## src/design/rru_pkg.sv

```systemverilog
`timescale 1ns / 1ps
package rru_pkg;
    localparam int MODE_W = 2;
    localparam int IDX_W = 6;
    localparam int VAL_W = 16;
    localparam int ACC_W = 32;
    localparam int CFG_IDX_W = 2;
    localparam int CFG_DATA_W = 16;

    localparam logic [MODE_W-1:0] MODE_MASK = 2'd0;
    localparam logic [MODE_W-1:0] MODE_BIAS = 2'd1;
    localparam logic [MODE_W-1:0] MODE_FEAT = 2'd2;
    localparam logic [MODE_W-1:0] MODE_UNUSED = 2'd3;

    localparam logic [CFG_IDX_W-1:0] REG_INPUT_GAIN = 2'd0;
    localparam logic [CFG_IDX_W-1:0] REG_FEEDBACK_GAIN = 2'd1;
    localparam logic [CFG_IDX_W-1:0] REG_SLOPE = 2'd2;
    localparam logic [CFG_IDX_W-1:0] REG_OFFSET = 2'd3;

    typedef struct packed {
        logic [MODE_W-1:0] mode;
        logic [IDX_W-1:0] neuron_index;
        logic [IDX_W-1:0] feature_index;
        logic signed [VAL_W-1:0] value;
        logic last;
    } in_item_t;

    typedef struct packed {
        logic [IDX_W-1:0] neuron_number;
        logic signed [VAL_W-1:0] state_value;
        logic final_res;
    } out_item_t;

    typedef struct packed {
        logic [CFG_IDX_W-1:0] index;
        logic [CFG_DATA_W-1:0] data;
    } cfg_item_t;

    // Control from the sequencer to every cell in the chain.
    typedef struct packed {
        logic acc_en;
        logic shift;
        logic clear;
    } cell_ctrl_t;

    function automatic logic [12:0] sig_tab(input logic [4:0] k);
        logic [12:0] r;
        case (k)
            5'd0: r = 13'd2048;
            5'd1: r = 13'd2550;
            5'd2: r = 13'd2994;
            5'd3: r = 13'd3349;
            5'd4: r = 13'd3608;
            5'd5: r = 13'd3785;
            5'd6: r = 13'd3902;
            5'd7: r = 13'd3976;
            5'd8: r = 13'd4022;
            5'd9: r = 13'd4051;
            5'd10: r = 13'd4069;
            5'd11: r = 13'd4079;
            5'd12: r = 13'd4086;
            5'd13: r = 13'd4090;
            5'd14: r = 13'd4092;
            5'd15: r = 13'd4094;
            default: r = 13'd4095;
        endcase
        return r;
    endfunction
endpackage

```

## src/design/rru_neuron_eval.sv

```systemverilog
`timescale 1ns / 1ps
module rru_neuron_eval (
    input  logic clk,
    input  logic signed [31:0] acc,
    input  logic signed [15:0] bias,
    input  logic signed [15:0] prev,
    input  logic signed [15:0] input_gain,
    input  logic signed [15:0] feedback_gain,
    input  logic [14:0] slope,
    input  logic signed [15:0] offset,
    output logic signed [15:0] state
);
    import rru_pkg::*;

    logic signed [32:0] pre_wide;
    logic signed [31:0] pre_reg;
    logic signed [15:0] prev1_reg;
    logic signed [47:0] gp_reg;
    logic signed [31:0] fp_reg;
    logic signed [48:0] s;
    logic signed [24:0] t_reg;
    logic signed [40:0] tz;
    logic signed [28:0] z;
    logic signed [28:0] z_reg;
    logic [28:0] a;
    logic [12:0] y0;
    logic [12:0] y1;
    logic signed [13:0] dt;
    logic signed [25:0] interp;
    logic signed [13:0] y;
    logic signed [13:0] ys;
    logic signed [17:0] diff;

    assign pre_wide = 33'(acc) + 33'(bias) * 33'sd4096;

    always_ff @(posedge clk)
    begin
        if (pre_wide > 33'sd2147483647)
        begin
            pre_reg <= 32'sh7fffffff;
        end
        else if (pre_wide < -33'sd2147483648)
        begin
            pre_reg <= 32'sh80000000;
        end
        else
        begin
            pre_reg <= pre_wide[31:0];
        end
        prev1_reg <= prev;
        gp_reg <= 48'(pre_reg) * 48'(input_gain);
        fp_reg <= 32'(prev1_reg) * 32'(feedback_gain);
        t_reg <= s[48:24];
        z_reg <= z;
    end

    assign s = 49'(gp_reg) + (49'(fp_reg) <<< 12) + 49'sd8388608;
    assign tz = 41'(t_reg) * 41'(signed'({1'b0, slope})) + 41'sd2048;
    assign z = tz[40:12];
    assign a = z_reg[28] ? 29'(-z_reg) : 29'(z_reg);
    assign y0 = sig_tab({1'b0, a[14:11]});
    assign y1 = sig_tab(5'(a[14:11]) + 5'd1);
    assign dt = signed'({1'b0, y1}) - signed'({1'b0, y0});
    assign interp = 26'(dt) * 26'(signed'({1'b0, a[10:0]})) + 26'sd1024;

    always_comb
    begin
        if (a >= 29'd32768)
        begin
            y = 14'sd4095;
        end
        else
        begin
            // Rounding shift: half is added before the arithmetic shift; the product is never negative here.
            y = signed'({1'b0, y0}) + 14'(interp >>> 11);
        end
        ys = z_reg[28] ? 14'sd4096 - y : y;
        diff = 18'(ys) - 18'(offset);
        if (diff > 18'sd32767)
        begin
            state = 16'sh7fff;
        end
        else if (diff < -18'sd32768)
        begin
            state = 16'sh8000;
        end
        else
        begin
            state = diff[15:0];
        end
    end
endmodule

```

## config.mk

```make
export PLATFORM = sky130hd
export DESIGN_NAME = rru_neuron_eval
export DESIGN_NICKNAME = d
export VERILOG_FILES = /design/src/design/rru_pkg.sv /design/src/design/rru_neuron_eval.sv
export SDC_FILE = /design/constraint.sdc
export NUM_CORES = 2
export LEC_CHECK = 0
export BUFFER_PORTS_ARGS = -buffer_cell sky130_fd_sc_hd__buf_2
export CAP_MARGIN = 20
export CELL_PAD_IN_SITES_DETAIL_PLACEMENT = 1
export CELL_PAD_IN_SITES_GLOBAL_PLACEMENT = 2
export CORE_ASPECT_RATIO = 0.6
export CORE_UTILIZATION = 35
export CTS_CLUSTER_DIAMETER = 40
export CTS_CLUSTER_SIZE = 14
export DETAILED_ROUTE_END_ITERATION = 8
export GPL_TIMING_DRIVEN = 1
export PLACE_DENSITY = 0.75
export REMOVE_ABC_BUFFERS = 1
export SLEW_MARGIN = 20
export SYNTH_ARGS = -nofsm -noshare
export SYNTH_HDL_FRONTEND = slang
export SYNTH_SLANG_ARGS = --single-unit
```

## constraint.sdc

```tcl
create_clock -name clk -period 43.2 [get_ports clk]
set_clock_uncertainty 0.05 [all_clocks]
set_input_delay 6.48 -clock clk [delete_from_list [all_inputs] [get_ports clk]]
set_output_delay 6.48 -clock clk [all_outputs]
set_load 0.02 [all_outputs]
```

==> results_dict.tcl <==
set metrics [dict create \
    async_reset_ff_frac 0 \
    ios 144 \
    netlist_area_mm2 0.0550 \
    clk_latency_ns 0.53 \
    die_h_um 309 \
    setup-violations-final 0 \
    drt_iter0_markers 2364 \
    drtPass1Iterations 5 \
    maxCapViolCount 0 \
    clockBufferDepth 2 \
    port_buffers 143 \
    rows 112 \
    root_buffer "clkbuf_16" \
    critical_path.most_common_cell "a21oi_1" \
    syn_inst 6096 \
    fin_crit_ns 23.10 \
    place_hpwl_mm 139 \
    path_delay_family "compound AO/OA/AOI/OAI gates" \
    final_hold_viol_count 0 \
    syn_avg_cell_area_um2 9.02 \
    setup.worst_path.end "state[6]" \
    critPathBufInv 6 \
    layout-drive-gt1-share 0.0445 \
    postRouteAntennaNets 0 \
    cp_num_cells 56 \
    status "completed" \
    synth_edf_count 0 \
    die_x_um 514 \
    ys_seq_elements 170 \
    worstRegToRegCells 22 \
    cp_max_fo 12 \
    grt_setup_unrepaired "false" \
    placed_area_mm2 0.0580 \
    fin_crit_sh 0.535 \
    cts_tree "done" \
    grt_usage 0.219 \
    clock-sinks 170 \
    fin_setup_tns_ns 0 \
    antenna_found_initial 3 \
    cts_made_buffers 17 \
    synth_ff_type "dfxtp_1" \
    worst_hold_slack_ns 0.660 \
    worstReg2RegEnd "z_reg[28]" \
    grt_pass1_vias 44800 \
    crit_arrival_ns 16.57 \
    maxSlewHeadroom 0.184 \
    final_nets 7990 \
    crit_required_ns 36.67 \
    grt_start_max_net_pins 47 \
    tightestPinTransition_ns 1.22 \
    r2r_slack_ns 34.22 \
    nFillCells 18200 \
    crit-reg2reg-launch "t_reg[11]" \
    cpMaxStageDelayCell "a211oi_2" \
    vias 40500 \
    final_core_util 0.376 \
    routed_wl_mm 166 \
    gp_congestion 0.877 \
    startpoint "z_reg[0]" \
    dieArea_mm2 0.159 \
    cp-start-kind "flop" \
    overflow 0 \
    start_util 0.353 \
    syn_to_final_growth_pct 6.64 \
    hold_buffers 0 \
    final_area_mm2 0.0586 \
    largest_register_ffs 36 \
    synth_warnings 0 \
    post-cts-setup-buffers 0 \
    slew_viol_final 0 \
    cpPeakStageDelay_ns 0.60 \
    ys_seq_area_frac 0.0619 \
    h-tree-depth 4 \
    max_freq_mhz 43.3 \
    wire_per_inst_um 20.2 \
    ys_types 87 \
    drc 0 \
    core_area_mm2 0.156 \
    cts.clk_slew.worst_paths_ns 0.08 \
    cts_resized 0 \
    grt_pass1_wl_mm 266 \
    vias_per_cell 4.92 \
    end_kind "output port" \
    crit_type "reg2out" \
    holdCritPathClass "reg2reg" \
]
[placed cells by master, fill, tap and decap left out, types with 6 or more instances in the layout]
cell / netlist / layout
a211o_1: 8 / 8
a211oi_1: 17 / 17
a21boi_1: 7 / 7
a21o_1: 75 / 75
a21oi_1: 168 / 168
a31oi_1: 25 / 25
and2_1: 462 / 462
and3_1: 11 / 11
and4_1: 7 / 7
buf_2: 2 / 143
buf_4: 0 / 61
clkbuf_16: 0 / 17
dfxtp_1: 170 / 170
fa_1: 1252 / 1252
ha_1: 506 / 506
inv_1: 1418 / 1418
mux2i_1: 7 / 7
nand2_1: 823 / 823
nand2b_1: 77 / 77
nand3_1: 44 / 44
nand4_1: 24 / 24
nor2_1: 178 / 177
nor2b_1: 30 / 30
nor3_1: 31 / 31
o211ai_1: 12 / 12
o21a_1: 39 / 39
o21ai_0: 86 / 86
o21ai_1: 27 / 27
o21bai_1: 13 / 13
o22ai_1: 6 / 6
o31ai_1: 13 / 13
or2_2: 6 / 6
or3_1: 11 / 11
xnor2_1: 159 / 156
xor2_1: 63 / 62
[cell type report]
| cell class | instances | area [um2] | share of cell area |
|---|---|---|---|
| flip-flops and latches | 170 | 3400 | 0.0581 |
| well taps | 2109 | 2640 | 0.0450 |
| repair buffers | 205 | 1180 | 0.0202 |
| inverters | 1423 | 5340 | 0.0911 |
| diodes | 4 | 10.0 | 0.000171 |
| clock buffers | 18 | 439 | 0.00749 |
| clock inverters | 14 | 176 | 0.00301 |
| multi-input cells | 4287 | 45400 | 0.775 |
[stage by stage]
stage          cells  worst slack [ns]
2_1_floorplan   5880             23.39
3_3_place_gp    8193             21.31
3_5_place_dp    8193             20.89
4_1_cts         8225             20.28
5_1_grt         8227             19.07
6_report        8230             20.10
[synthesized netlist by cell type (11+ instances only)]
library cell	number	area, um2
nor2_1	178	668
nand4_1	24	150
nand3_1	44	220
nor3_1	31	155
a211oi_1	17	128
inv_1	1418	5320
a21oi_1	168	841
o21ai_1	27	135
o211ai_1	12	90.1
or3_1	11	68.8
o21bai_1	13	97.6
dfxtp_1	170	3400
fa_1	1252	25100
xnor2_1	159	1390
o31ai_1	13	97.6
o21a_1	39	293
nor2b_1	30	188
clkbuf_1	210	788
and2_1	462	2890
and3_1	11	68.8
a21o_1	75	563
o21ai_0	86	430
a31oi_1	25	156
nand2_1	823	3090
xor2_1	63	552
nand2b_1	77	482
ha_1	506	6330
[worst min-delay path: stages, from the launching register on]
cell     delay, ns
dfxtp_1       0.37
inv_1         0.08
ha_1          0.15
xor2_1        0.07
[metal layers]
| layer | routed length, um | vias up | track usage |
|---|---|---|---|
| met2 | 63300 | 1016 | 0.295 |
| li1 | - | 18200 | - |
| met1 | 90000 | 21200 | 0.359 |
| met5 | 10 | - | 0 |
| met3 | 11900 | 71 | 0.0460 |
| met4 | 1090 | 2 | 0.0233 |
[cells by family after synthesis]
family                   count (synthesis)  synth area share
XOR/XNOR                               222            0.0354
buffers and inverters                 1639             0.112
AO/OA/AOI/OAI                          556            0.0645
AND/OR/NAND/NOR                       1739             0.152
adder cells (fa/ha/maj)               1761             0.572
flip-flops                             170            0.0619
multiplexers                             9           0.00168
[worst min path at each step]
| stage | slack, ns | start | cells past startpoint | to |
|---|---|---|---|---|
| 2_1_floorplan | 0.52 | gp_reg[47] | 3 | t_reg[24] |
| 4_1_cts | 0.68 | fp_reg[31] | 3 | t_reg[24] |
| 5_1_grt | 0.70 | fp_reg[31] | 3 | t_reg[24] |
| 6_report | 0.66 | fp_reg[31] | 3 | t_reg[24] |
| 3_5_place_dp | 0.67 | gp_reg[47] | 3 | t_reg[24] |
| 3_3_place_gp | 0.65 | fp_reg[31] | 3 | t_reg[24] |
Power is not shown: default switching activity piles up to over one toggle a cycle in this logic, so the estimate is an artifact.
