**config.mk**
```make
export PLATFORM = sky130hd
export DESIGN_NAME = rru_cell
export DESIGN_NICKNAME = d
export VERILOG_FILES = /design/src/design/rru_pkg.sv /design/src/design/rru_cell.sv
export SDC_FILE = /design/constraint.sdc
export NUM_CORES = 1
export LEC_CHECK = 0
export ABC_AREA = 1
export ABC_CLOCK_PERIOD_IN_PS = 800
export BUFFER_PORTS_ARGS = -buffer_cell sky130_fd_sc_hd__buf_4
export CAP_MARGIN = 0
export CORE_MARGIN = 2
export CORE_UTILIZATION = 50
export CTS_CLUSTER_DIAMETER = 150
export CTS_CLUSTER_SIZE = 40
export DETAILED_ROUTE_END_ITERATION = 10
export MAX_ROUTING_LAYER = met4
export PLACE_DENSITY = 0.69
export SYNTH_ARGS = -nofsm -noshare
export SYNTH_HDL_FRONTEND = slang
export SYNTH_SLANG_ARGS = --single-unit
export TNS_END_PERCENT = 100
```
**constraint.sdc**
```tcl
create_clock -name clk -period 0.8 [get_ports clk]
set_clock_uncertainty 0.05 [all_clocks]
set_input_delay 0.04 -clock clk [delete_from_list [all_inputs] [get_ports clk]]
set_output_delay 0.04 -clock clk [all_outputs]
set_load 0.02 [all_outputs]
```
**src/design/rru_pkg.sv**
```systemverilog
`timescale 1ns / 1ps
package rru_pkg;
    localparam int MODE_W = 2;
    localparam int IDX_W = 6;
    localparam int VAL_W = 16;
    localparam int ACC_W = 32;
    localparam int CFG_IDX_W = 2;
    localparam int CFG_DATA_W = 16;

    localparam logic [MODE_W-1:0] MODE_MASK = 2'd0;
    localparam logic [MODE_W-1:0] MODE_BIAS = 2'd1;
    localparam logic [MODE_W-1:0] MODE_FEAT = 2'd2;
    localparam logic [MODE_W-1:0] MODE_UNUSED = 2'd3;

    localparam logic [CFG_IDX_W-1:0] REG_INPUT_GAIN = 2'd0;
    localparam logic [CFG_IDX_W-1:0] REG_FEEDBACK_GAIN = 2'd1;
    localparam logic [CFG_IDX_W-1:0] REG_SLOPE = 2'd2;
    localparam logic [CFG_IDX_W-1:0] REG_OFFSET = 2'd3;

    typedef struct packed {
        logic [MODE_W-1:0] mode;
        logic [IDX_W-1:0] neuron_index;
        logic [IDX_W-1:0] feature_index;
        logic signed [VAL_W-1:0] value;
        logic last;
    } in_item_t;

    typedef struct packed {
        logic [IDX_W-1:0] neuron_number;
        logic signed [VAL_W-1:0] state_value;
        logic final_res;
    } out_item_t;

    typedef struct packed {
        logic [CFG_IDX_W-1:0] index;
        logic [CFG_DATA_W-1:0] data;
    } cfg_item_t;

    // Control from the sequencer to every cell in the chain.
    typedef struct packed {
        logic acc_en;
        logic shift;
        logic clear;
    } cell_ctrl_t;

    function automatic logic [12:0] sig_tab(input logic [4:0] k);
        logic [12:0] r;
        case (k)
            5'd0: r = 13'd2048;
            5'd1: r = 13'd2550;
            5'd2: r = 13'd2994;
            5'd3: r = 13'd3349;
            5'd4: r = 13'd3608;
            5'd5: r = 13'd3785;
            5'd6: r = 13'd3902;
            5'd7: r = 13'd3976;
            5'd8: r = 13'd4022;
            5'd9: r = 13'd4051;
            5'd10: r = 13'd4069;
            5'd11: r = 13'd4079;
            5'd12: r = 13'd4086;
            5'd13: r = 13'd4090;
            5'd14: r = 13'd4092;
            5'd15: r = 13'd4094;
            default: r = 13'd4095;
        endcase
        return r;
    endfunction
endpackage

```
**src/design/rru_cell.sv**
```systemverilog
`timescale 1ns / 1ps
module rru_cell (
    input  logic clk,
    input  logic rst_n,
    input  rru_pkg::cell_ctrl_t ctrl,
    input  logic signed [15:0] feat,
    input  logic signed [15:0] mask_w,
    input  logic signed [31:0] acc_in,
    input  logic signed [15:0] prev_in,
    output logic signed [31:0] acc_out,
    output logic signed [15:0] prev_out
);
    import rru_pkg::*;

    logic signed [31:0] acc_reg;
    logic signed [15:0] prev_reg;
    logic signed [31:0] acc_next;
    logic signed [32:0] sum;

    assign sum = 33'(acc_in) + 33'(mask_w * feat);

    always_comb
    begin
        acc_next = acc_reg;
        if (ctrl.clear)
        begin
            acc_next = '0;
        end
        else if (ctrl.shift)
        begin
            if (!ctrl.acc_en)
            begin
                acc_next = acc_in;
            end
            else if (sum > 33'sd2147483647)
            begin
                acc_next = 32'sh7fffffff;
            end
            else if (sum < -33'sd2147483648)
            begin
                acc_next = 32'sh80000000;
            end
            else
            begin
                acc_next = sum[31:0];
            end
        end
    end

    always_ff @(posedge clk or negedge rst_n)
    begin
        if (!rst_n)
        begin
            acc_reg <= '0;
            prev_reg <= '0;
        end
        else
        begin
            acc_reg <= acc_next;
            if (ctrl.shift)
            begin
                prev_reg <= prev_in;
            end
        end
    end

    assign acc_out = acc_reg;
    assign prev_out = prev_reg;
endmodule

```
==> results.cfg, run 1 <==
[sta]
period_needed_ns = 5.33
period_share = 6.66
fmax_mhz = 188
tightest_slew_ns = 0.380
max-slew-margin-rel = 0.746
hold_viol_final = 0
maxSlewViolCount = 0
worst_slack_ns = -4.53
rsz0062_at_grt = true
setup_viol = 80

[detailed_routing]
drt-initial-drc-count = 754
drcViolationCount = 0
num_vias = 12500
drtPass1Iterations = 7
vias_per_cell = 4.84
antenna_left = 0
route.detailed.wl_per_inst_um = 15.2
finalWirelength_mm = 39.2

[worst_setup_path]
crit_start = feat[15]
rr_worst_depth = 3
startpoint_type = input port
reg2reg_slack_ns = -0.04
cp-end-kind = flop
worstPathRequired_ns = 0.93
worstPathMaxFanout = 6
timing.rr.end = acc_out[17]$_DFFE_PN0P_
worstPathArrival_ns = 5.46
endpoint = acc_out[13]$_DFFE_PN0P_
critPathKind = in2reg
r2r_start = acc_out[17]$_DFFE_PN0P_

[die]
die_h_um = 174
die_w_um = 174
start_util = 0.505
io_pins = 133
core_um2 = 28500
num_rows = 62
floorplan.die_area_um2 = 30200

[job]
max_cap_violations = 0

[yosys]
synth_common_cells = nand2_1, inv_1, fa_1, nor2_1, ha_1
synth_top_area_share = 0.415
synth_area_leaders = fa_1, nand2_1, inv_1, ha_1, dfrtp_1
syn-cell-area_um2 = 14400
synth_cells = 1891
synth_warnings = 0
ys.flop_type = dfrtp_1
synthArstFlopShare = 1.00
ys_ff_latch = 48
synth.most_common_cell = nand2_1
yosys.area.top_type = fa_1
synth_nets = 2376
syn_area_per_cell_um2 = 7.63
synth-edff-count = 0
yosysUniqueCellTypes = 35
synth-seq-area-share = 0.0833

[global_routing]
grt_start_max_net_pins = 33
grt_antenna_before_repair = 0
grt_usage = 0.279
grt_overflow = 0
grt_pass1_vias = 13500
grt_pass1_wl_mm = 65.6

[cts]
cts_tree = yes
clockBufferDepth = 2
cts_buffers = 5
htreeDepth = 2
cts_root_buffer = clkbuf_16
numClockSinks = 48
clk_latency_ns = 0.29
path_clk_slew_ns = 0.07

[placement]
gp_congestion = 0.895
io_buffers = 132
dp_hpwl_mm = 32.8

[status]
violations = negative setup slack
status = complete, but fails checks

[cells_and_area]
drive_gt1_frac = 0.262
layout.nets = 2685
post-route-util = 0.658
diodes = 0
area.growth.synth_to_final_pct = 30.2

[min_path]
hold_class = in2reg
==> worst min path at each step <==
stage	end	slack [ns]	from	cells past startpoint
6_report	acc_out[1]$_DFFE_PN0P_	0.05	acc_in[1]	5
5_1_grt	acc_out[18]$_DFFE_PN0P_	0.1	acc_in[18]	5
4_1_cts	acc_out[0]$_DFFE_PN0P_	0.05	acc_in[0]	5
3_5_place_dp	acc_out[1]$_DFFE_PN0P_	-0.14	rst_n	1
3_3_place_gp	acc_out[1]$_DFFE_PN0P_	-0.14	rst_n	1
2_1_floorplan	acc_out[0]$_DFFE_PN0P_	-0.31	rst_n	0
==> flip-flops by register name (all words and copies together), names as in the netlist <==
register / flops
prev_out: 16
acc_out: 32
==> final cells by class <==
cell class                 instances  area [um2]
clock buffer                       7         153
clock inverter                     1        30.0
fill                            2435        9760
inverter                         518        1950
multi-input combinational       1248       11600
sequential                        48        1200
tap                              384         480
timing repair buffer             379        3370
==> routing by layer <==
layer | wire (um) | global-route usage | up-vias
met2 | 20900 | 0.499 | 312
met4 | 920 | 0.0595 | 0
met5 | 0 | - | -
met1 | 15900 | 0.351 | 6227
li1 | - | - | 5915
met3 | 1600 | 0.0178 | 62
==> stage by stage <==
step,TNS (ns),worst slack [ns],instances,hold WS [ns],cell area [um2]
finish,-148.26,-4.53,2585,0.0515,18800
global placement,-152.61,-4.80,2524,-0.144,17400
global route,-155.88,-4.73,2585,0.0999,18800
CTS,-144.95,-4.39,2574,0.0507,18500
floorplan,-140.45,-4.40,1891,-0.306,15000
detailed placement,-155.07,-4.88,2524,-0.141,17400
==> timing repair <==
action	in CTS	in global routing
hold buffers	17	0
cloned	1	3
gates resized for setup	132	58
pin swaps	25	18
endpoints found under the setup margin	80	82
setup buffers	24	8
endpoints found under the hold margin	64	0
==> placed cells by master (no fill, tap or decap), types with 6 or more instances in the layout <==
cell | Yosys | layout
xnor2_1 | 7 | 7
inv_2 | 4 | 19
dlygate4sd3_1 | 0 | 17
fa_1 | 299 | 288
nor2_4 | 2 | 9
clkbuf_16 | 0 | 7
buf_4 | 0 | 279
a21oi_2 | 3 | 11
ha_4 | 0 | 20
fa_2 | 0 | 11
nand2_1 | 558 | 507
a21oi_1 | 25 | 13
nand2_4 | 1 | 11
buf_12 | 3 | 14
nor2_2 | 4 | 10
xor2_1 | 18 | 16
dfrtp_1 | 48 | 48
inv_1 | 513 | 495
ha_1 | 101 | 80
nand4_1 | 7 | 7
nand3_1 | 20 | 18
buf_6 | 3 | 62
nor2_1 | 127 | 114
o21ai_0 | 8 | 6
nand2_2 | 44 | 85
==> worst max-delay path, stage by stage <==
cell and delay (ns):
buf_8 0.08, clkinvlp_4 0.10, buf_12 0.15, or2_4 0.23
fa_1 0.50, fa_1 0.54, inv_2 0.04, fa_1 0.52
inv_2 0.05, fa_1 0.49, inv_1 0.05, fa_2 0.52
fa_1 0.44, ha_4 0.32, inv_4 0.04, nor3_4 0.20
nand2_2 0.09, nor3_2 0.13, nand2_2 0.10, nand3_2 0.09
nand2_2 0.08, a21oi_4 0.19, buf_12 0.16, buf_12 0.12
nand2_1 0.06, nand2_1 0.08, nand2_1 0.06
==> logic make-up after synthesis <==
kind of cell             after synthesis  synth area share
AND/OR/NAND/NOR                      780             0.222
AO/OA/AOI/OAI                         43            0.0175
XOR/XNOR                              25            0.0152
buffers and inverters                595             0.160
flip-flops                            48            0.0833
adder cells (fa/ha/maj)              400             0.503
Power of run 1 is not shown: default switching activity piles up to over one toggle a cycle in this logic, so the estimate is an artifact.
==> inputs of run 2 (changes only) <==
==> constraint.sdc (replaced) <==
create_clock -name clk -period 0.8 [get_ports clk]
set_clock_uncertainty 0.05 [all_clocks]
set_input_delay 0.16 -clock clk [delete_from_list [all_inputs] [get_ports clk]]
set_output_delay 0.16 -clock clk [all_outputs]
set_load 0.02 [all_outputs]
==> run 2 against run 1 <==
Net effect: the run still ends with negative setup slack left; core utilization decreased by 1.6 points; final area down 2.4%; non-clock buffer count fell by 18; first-iteration DRC count decreased by 14%.
==> results.cfg, run 2 (synthesis gave the netlist of run 1 again) <==
[global_routing]
grt_usage = 0.276
grt_antenna_before_repair = 0
grt_pass1_vias = 13500
grt_overflow = 0
grt_pass1_wl_mm = 65.2
grt_start_max_net_pins = 33

[cts]
cts_buffers = 5
numClockSinks = 48
clockBufferDepth = 2
clk_latency_ns = 0.29
cts_root_buffer = clkbuf_16
cts_tree = yes
path_clk_slew_ns = 0.07
htreeDepth = 2

[placement]
pre_cts_ws_ns = -4.95
dp_hpwl_mm = 32.8
gp_congestion = 0.895
io_buffers = 132
placedCellCount = 2525

[sta]
period_needed_ns = 5.39
tightest_slew_ns = 0.392
maxSlewViolCount = 0
fmax_mhz = 186
worst_slack_ns = -4.59
holdWs_ns = 0.0118
period_share = 6.73
hold_viol_final = 0
max-slew-margin-rel = 0.736
setup_viol = 81
rsz0062_at_grt = true

[die]
floorplan.die_area_um2 = 30200
die_w_um = 174
io_pins = 133
start_util = 0.505
num_rows = 62
core_um2 = 28500
die_h_um = 174

[detailed_routing]
num_vias = 12400
drtPass1Iterations = 5
antenna_left = 0
finalWirelength_mm = 38.3
drcViolationCount = 0
drt-initial-drc-count = 649
vias_per_cell = 4.82
route.detailed.wl_per_inst_um = 14.9

[cells_and_area]
final_cell_mix = nand2_1, inv_1, fa_1, buf_4, nor2_1
largest_register_ffs = 32
post-route-util = 0.642
stdcell_count = 2567
area.growth.synth_to_final_pct = 27.2
layout.nets = 2667
drive_gt1_frac = 0.248
final_common_cell = nand2_1
diodes = 0

[status]
status = complete, but fails checks
violations = negative setup slack

[worst_setup_path]
startpoint_type = input port
rr_worst_depth = 4
worstPathRequired_ns = 0.94
worstPathMaxFanout = 23
critPathKind = in2reg
cp-end-kind = flop
worstPathArrival_ns = 5.52
cpPeakStageDelay_ns = 0.52
crit_slowest_cell = fa_1
crit_top_cell = fa_1

[min_path]
min_delay_path_depth = 3
hold_class = in2reg

[job]
max_cap_violations = 0
==> run 2: changes by cell type in the layout (fill, tap and decap cells not counted), sizes merged <==
cell,delta
bufinv,-1
clkbuf,-2
clkinvlp,+1
dlygate4sd3,-16
==> run 2: final timing paths <==
check | from | endpoint | slack (ns)
worst min-delay path | prev_in[4] | prev_out[4]$_DFFE_PN0P_ | 0.01
worst min register to register | prev_out[15]$_DFFE_PN0P_ | prev_out[15]$_DFFE_PN0P_ | 0.45
worst max-delay path | feat[15] | acc_out[6]$_DFFE_PN0P_ | -4.59
worst max register to register | acc_out[20]$_DFFE_PN0P_ | acc_out[20]$_DFFE_PN0P_ | -0.12
max in group asynchronous | rst_n | prev_out[0]$_DFFE_PN0P_ | 0.07
min in group asynchronous | rst_n | acc_out[0]$_DFFE_PN0P_ | 0.25
==> run 2: worst max-delay path: cells and delay by family <==
kind | cells | cell delay (ns)
and+or+nand+nor | 12 | 1.12
buffers and inverters | 9 | 0.73
AOI/OAI and AO/OA | 1 | 0.18
adders and majority gates | 7 | 3.30
==> run 2: metal layers <==
layer	vias up	GRT usage	wire, um	share of wire
met4	0	0.0658	1030	0.027
met1	6156	0.339	15700	0.41
met5	-	-	0	0
li1	5875	-	-	-
met2	274	0.499	20400	0.53
met3	74	0.0164	1180	0.031
==> run 2: area by class of cell <==
cell class / count / area, um2
multi-input cells: 1248 / 11400
clock buffers: 7 / 143
fillers: 2496 / 10200
inverters: 518 / 1960
flip-flops and latches: 48 / 1200
clock inverters: 1 / 7.51
well taps: 384 / 480
repair buffers: 361 / 3110
==> run 2: per-stage QoR <==
| step | TNS, ns | instance area (um2) |
|---|---|---|
| floorplan | -144.29 | 15000 |
| global placement | -155.44 | 17500 |
| detailed placement | -157.49 | 17500 |
| CTS | -155.21 | 18200 |
| global route | -164.51 | 18300 |
| finish | -157.05 | 18300 |
==> run 2: timing repair <==
item / CTS / global route
hold buffers: 1 / 0
hold endpoints to repair: 48 / 0
buffers inserted: 20 / 15
endpoints found under the setup margin: 80 / 84
resized for setup: 115 / 24
pin swaps: 9 / 5
Power of run 2 is left out for the same reason.
